$ cat config.mk
export PLATFORM = sky130hd
export DESIGN_NAME = tmcr_ctrl
export DESIGN_NICKNAME = d
export VERILOG_FILES = /design/src/hdl/tmcr_pkg.sv /design/src/hdl/tmcr_ctrl.sv
export SDC_FILE = /design/constraint.sdc
export NUM_CORES = 1
export LEC_CHECK = 0
export BUFFER_PORTS_ARGS = -buffer_cell sky130_fd_sc_hd__buf_4
export CAP_MARGIN = 10
export CORE_AREA = 2 2 39 41
export DETAILED_ROUTE_END_ITERATION = 6
export DIE_AREA = 0 0 41 43
export SLEW_MARGIN = 0
export SYNTH_ARGS = -nofsm -noshare
export SYNTH_HDL_FRONTEND = slang
export SYNTH_SLANG_ARGS = --single-unit
$ cat constraint.sdc
create_clock -name clk -period 2.5 [get_ports clk]
set_input_delay 0.625 -clock clk [delete_from_list [all_inputs] [get_ports clk]]
set_output_delay 0.625 -clock clk [all_outputs]
set_load 0.01 [all_outputs]
$ cat src/hdl/tmcr_pkg.sv
// Shared types, constants and defaults of the tile map collision resolver.
`default_nettype none

package tmcr_pkg;

    // Fixed field widths of the channels.
    localparam int POS_W   = 24;
    localparam int AGENT_W = 14;
    localparam int MSIZE_W = 7;
    localparam int CELL_W  = 6;
    localparam int IDX_W   = 2;
    localparam int DATA_W  = 14;

    localparam int POS_MAX = 8388607;
    localparam int POS_MIN = -8388608;

    // Defaults of the top-level parameters.
    localparam int DEF_MAP_COLS       = 64;
    localparam int DEF_MAP_ROWS       = 64;
    localparam int DEF_TILE_SIZE_LOG2 = 6;

    // Register values after reset.
    localparam logic [AGENT_W-1:0] SIDE_LEN_RST    = AGENT_W'(15360);
    localparam logic [MSIZE_W-1:0] MAP_COLUMNS_RST = MSIZE_W'(64);
    localparam logic [MSIZE_W-1:0] MAP_ROWS_RST    = MSIZE_W'(64);

    // Configuration register indexes.
    localparam logic [IDX_W-1:0] REG_SIDE_LEN    = 2'd0;
    localparam logic [IDX_W-1:0] REG_MAP_COLUMNS = 2'd1;
    localparam logic [IDX_W-1:0] REG_MAP_ROWS    = 2'd2;

    typedef enum logic {
        OP_WRITE_CELL = 1'b0,
        OP_RESOLVE    = 1'b1
    } op_t;

    typedef enum logic [2:0] {
        ST_CLEAR,
        ST_IDLE,
        ST_WRITE,
        ST_LOOK,
        ST_TEST,
        ST_DEPTH,
        ST_PUSH,
        ST_DONE
    } state_t;

    typedef struct packed {
        logic       load;
        logic       cell_wr;
        logic       clear_wr;
        logic       look;
        logic [1:0] corner;
        logic       measure;
        logic       depth;
        logic       push;
        logic       emit;
    } ctrl_cmd_t;

    typedef struct packed {
        logic in_resolve;
        logic clear_last;
        logic hit;
        logic out_free;
    } dp_status_t;

endpackage

`default_nettype wire

$ cat src/hdl/tmcr_ctrl.sv
// Sequencing state machine of the tile map collision resolver.
`default_nettype none

module tmcr_ctrl (
    input  wire logic                 clk,
    input  wire logic                 rst_n,
    input  wire logic                 in_valid,
    output logic                      in_ready,
    input  wire tmcr_pkg::dp_status_t status,
    output tmcr_pkg::ctrl_cmd_t       cmd
);

    tmcr_pkg::state_t state_reg, state_next;
    logic [1:0]       corner_reg, corner_next;

    always_ff @(posedge clk or negedge rst_n)
    begin
        if (!rst_n)
        begin
            state_reg  <= tmcr_pkg::ST_CLEAR;
            corner_reg <= 2'd0;
        end
        else
        begin
            state_reg  <= state_next;
            corner_reg <= corner_next;
        end
    end

    always_comb
    begin
        state_next  = state_reg;
        corner_next = corner_reg;
        cmd         = '0;
        cmd.corner  = corner_reg;
        in_ready    = 1'b0;
        unique case (state_reg)
            tmcr_pkg::ST_CLEAR:
            begin
                cmd.clear_wr = 1'b1;
                if (status.clear_last)
                    state_next = tmcr_pkg::ST_IDLE;
            end
            tmcr_pkg::ST_IDLE:
            begin
                in_ready = 1'b1;
                if (in_valid)
                begin
                    cmd.load    = 1'b1;
                    corner_next = 2'd0;
                    state_next  = status.in_resolve ? tmcr_pkg::ST_LOOK
                                                    : tmcr_pkg::ST_WRITE;
                end
            end
            tmcr_pkg::ST_WRITE:
            begin
                cmd.cell_wr = 1'b1;
                state_next  = tmcr_pkg::ST_DONE;
            end
            tmcr_pkg::ST_LOOK:
            begin
                cmd.look   = 1'b1;
                state_next = tmcr_pkg::ST_TEST;
            end
            tmcr_pkg::ST_TEST:
            begin
                if (status.hit)
                begin
                    cmd.measure = 1'b1;
                    state_next  = tmcr_pkg::ST_DEPTH;
                end
                else if (corner_reg == 2'd3)
                    state_next = tmcr_pkg::ST_DONE;
                else
                begin
                    corner_next = corner_reg + 2'd1;
                    state_next  = tmcr_pkg::ST_LOOK;
                end
            end
            tmcr_pkg::ST_DEPTH:
            begin
                cmd.depth  = 1'b1;
                state_next = tmcr_pkg::ST_PUSH;
            end
            tmcr_pkg::ST_PUSH:
            begin
                cmd.push = 1'b1;
                if (corner_reg == 2'd3)
                    state_next = tmcr_pkg::ST_DONE;
                else
                begin
                    corner_next = corner_reg + 2'd1;
                    state_next  = tmcr_pkg::ST_LOOK;
                end
            end
            tmcr_pkg::ST_DONE:
            begin
                // The result waits here only while the output register is full.
                if (status.out_free)
                begin
                    cmd.emit   = 1'b1;
                    state_next = tmcr_pkg::ST_IDLE;
                end
            end
            default:
                state_next = tmcr_pkg::ST_IDLE;
        endcase
    end

endmodule

`default_nettype wire

==> After elaboration in Yosys (flattened, before gate mapping) <==
Index checks and enable logic that the tools add are counted.
{ "op_classes": {"n_reduce_logical": 4, "n_eq_ne": 12, "add_sub_neg": 1, "mux": 23} }
{ "op_table": {"columns": ["operator", "count"], "rows": [
  ["3-bit one-hot mux with 8 select lines", 1],
  ["3-bit two-way mux", 5],
  ["1-bit two-way mux", 13],
  ["3-bit == test, second input constant", 4],
  ["2-bit != test, second input constant", 4],
  ["3-bit by 2-bit == test with 1-bit output, second input constant", 2],
  ["2-bit two-way mux", 3],
  ["2-bit one-hot mux with 3 select lines", 1],
  ["3-bit AND reduction", 2],
  ["3-bit by 1-bit == test with 1-bit output, second input constant", 1],
  ["3-bit logical NOT", 1],
  ["3-bit nonzero test", 1],
  ["2-bit by 1-bit adder with 2-bit output, second input constant", 1],
  ["2-bit == test, second input constant", 1]
]} }
{ "word_totals": {"word_cells": 42, "reg_bits": 5} }

==> Logic depth before layout (Yosys ltp) <==
{ "depth": {"depth_word": 4, "ltp_mapped": 4, "ltp_nobuf": 3} }

==> Worst setup path before layout <==
No wires, ideal clock.
{ "synth_path": {"path_type": "input to output", "from": "input port status[1] in the netlist's numbering", "to": "output port cmd[3] in the netlist's numbering", "n_path_buf": 0, "arrival_time_ns": 1.085, "t_required_ns": 1.875, "path_slack_ns": 0.790, "stages": 2, "path_cell_list": "nor2b_1 nor3b_1"} }
{ "synth_lines": {"columns": ["item", "line_no", "text"], "rows": [
  ["start: declaration", "tmcr_ctrl.sv:9", "input wire tmcr_pkg::dp_status_t status,"],
  ["end: declaration", "tmcr_ctrl.sv:10", "output tmcr_pkg::ctrl_cmd_t cmd"]
]} }

==> out/results.tsv <==
metric	value	unit
IO Count	18	
r2r worst-path depth	3	
# rows	14	
Placed Cells	71	
Crit Path Class	flop to primary output	
RSZ-0062 raised after global routing	false	
area post-placement	482	µm²
DR WL/cell	10.3	µm
mux contribution to synthesized area	5.67	%
DR DRC count	0	
port bufs	17	
commonest non-fill, non-tap cell in the layout	buf_4	
DRT antenna net count	0	
layout cell share with drive strength beyond 1	39.0	%
clock skew	0.00587	ns
clk sink count	5	
leakage	0.000258	µW
Synth Area in Simple Gates	37.6	%
final setup vio count	0	
clock latency on the worst-skew pair	0.25	ns
Die ar.	0.00176	mm²
Post-Synthesis Cells	41	
startpoint types	flop	
commonest non-fill, non-tap cells in the layout	17 x buf_4, 8 x nor2_1, 5 x dfrtp_1	
Hold Crit Class	primary input to async pin	
Detailed Routing Iterations Pass 1	3	
maxcap violations	0	
Synth area leaders	dfrtp_1 35%, nor2_1 8.5%, nor3b_1 6.4%, mux2i_1 5.7%, ha_1 3.5%	
gr usage total	10.3	%
compound-cell area share of the yosys netlist	7.80	%
Reg clk slew, reported paths	0.05	ns
Final Util	36.7	%
first-pass GRT wire length	1.20	mm
Crit Reg-Reg Startpoint	state_reg[2]$_DFFE_PN0P_	
post-synthesis adder-cell area fraction	3.55	%
worst reg2reg path endpoint	corner_reg[1]$_DFFE_PN0P_	
vias per cell	4.52	
CP Capture Type	primary output	
post-synth net total	49	
Core Area	0.00138	mm²
FF-to-FF setup slack	1.05	ns
mapped cell area	353	µm²
vias in the first global route	301	
Final Slew Violations	0	
CP max-delay cell	dfrtp_1	
chip width	41	µm
fin crit share	75.5	%
synth warn	0	
Least-Margin Pin Slew	0.371	ns
H-tree Lvls	1	
min Tclk post-route	1.89	ns
register area share after synthesis	35.5	%
Data arrival, critical path	1.26	ns
largest net degree at the start of global routing	13	
Fmax	530	MHz
Routed WL	775	µm
status	finished, final reports clean	
total power	612	µW
synthesis-stage register bit count	5	
Initial DRC Count	9	
# diodes	0	
distinct cell type count after synthesis	21	
CP Depth	3	
area share of the largest cell type after synthesis	35.5	%
Top delay family on crit path	flip-flops	
CP Max Fanout	10	
crit path to	cmd[9]	
crit path from	state_reg[2]$_DFFE_PN0P_	
Vias	339	
setup TNS	0	ns
fraction of synthesized cell area in xor and xnor cells	0	%
largest family of logic cells by synthesized area	simple AND/OR/NAND/NOR gates	
CP peak stage delay	0.50	ns
cts repair resizes	0	
cell area after layout	508	µm²
# fillers	156	
Finished Layout Cells	75	
worst-path cell chain	nand4bb_1, inv_1, buf_4	
initial antenna violation count	0	
HPWL Detailed	573	µm
Num CTS Buffers	3	
Rel. slew slack	75.2	%
maximum VDD drop	0.274	mV
worst-case clock buffer depth	2	
Initial Util	25.5	%
RePlAce Congestion	0.701	
Layout Nets	68	
hold-fix buffers at CTS	0	
total power per unit cell area	1200	mW/mm²
CP required	1.88	ns
cell taking the most area after synthesis	dfrtp_1	
Avg Cell Area, Syn	8.61	µm²
WP buf/inv	2	
Congestion Overflow GR	0	
P&R area growth vs syn	44.0	%
final hold vios	0	
Root Driver	clkbuf_4	
postcts setup bufs	0	
CTS tree	done	
Largest register FFs	3	
DIE HEIGHT	43	µm
## cell families after synthesis
| group | after synthesis |
|---|---|
| compound gates | 4 |
| fa+ha+maj | 1 |
| buf+inv | 6 |
| flops | 5 |
| mux | 2 |
| simple gates | 23 |
## metrics by stage
stage	setup WS, ns	hold slack, ns
2_1_floorplan	0.790	0.329
3_3_place_gp	0.702	0.429
3_5_place_dp	0.678	0.431
4_1_cts	0.594	0.164
5_1_grt	0.501	0.165
6_report	0.612	0.170
## power breakdown
| part | leakage, µW | internal, µW | switching (µW) |
|---|---|---|---|
| sequential | 0.0000565 | 122 | 83.9 |
| clock | 0.0000150 | 60.5 | 34.8 |
| combinational | 0.000187 | 173 | 138 |
## layer usage
layer | wire length [µm] | share of wire (%) | GRT usage (%) | vias to the layer above
met5 | 0 | 0 | 0 | -
met4 | 0 | 0 | 8.00 | 0
met3 | 28 | 3.6 | 3.14 | 0
met2 | 382 | 49 | 13.4 | 8
met1 | 364 | 47 | 13.4 | 152
li1 | - | - | - | 179
## worst min path at each step
stage,end,cells after the start
2_1_floorplan,corner_reg[0]$_DFFE_PN0P_,0
3_3_place_gp,corner_reg[1]$_DFFE_PN0P_,1
3_5_place_dp,corner_reg[1]$_DFFE_PN0P_,1
4_1_cts,state_reg[2]$_DFFE_PN0P_,1
5_1_grt,state_reg[2]$_DFFE_PN0P_,1
6_report,state_reg[0]$_DFFE_PN0P_,1
## cells in the mapped netlist
cell,count
nor2_1,8
dfrtp_1,5
nand2_1,3
nor3b_1,3
a21oi_1,2
clkbuf_1,2
inv_1,2
mux2i_1,2
nand2b_1,2
and2_1,1
and4_2,1
buf_6,1
ha_1,1
inv_6,1
nand4bb_1,1
nor2b_1,1
nor3_1,1
o221ai_1,1
o31a_1,1
or3_1,1
or4_4,1
## worst register-to-register path: stages, from the launching register on
cell     delay [ns]
dfrtp_1        0.56
inv_6          0.07
or4_4          0.55
mux2i_1        0.14
## cell type report
class	count	area [µm²]	area share (%)
multi-input combinational	30	193	37.9
timing repair buffer	17	128	25.1
sequential	5	125	24.6
clock buffer	4	26.3	5.17
tap	16	20.0	3.94
inverter	3	16.3	3.20
Note: power is estimated with default switching activity, not from simulation.
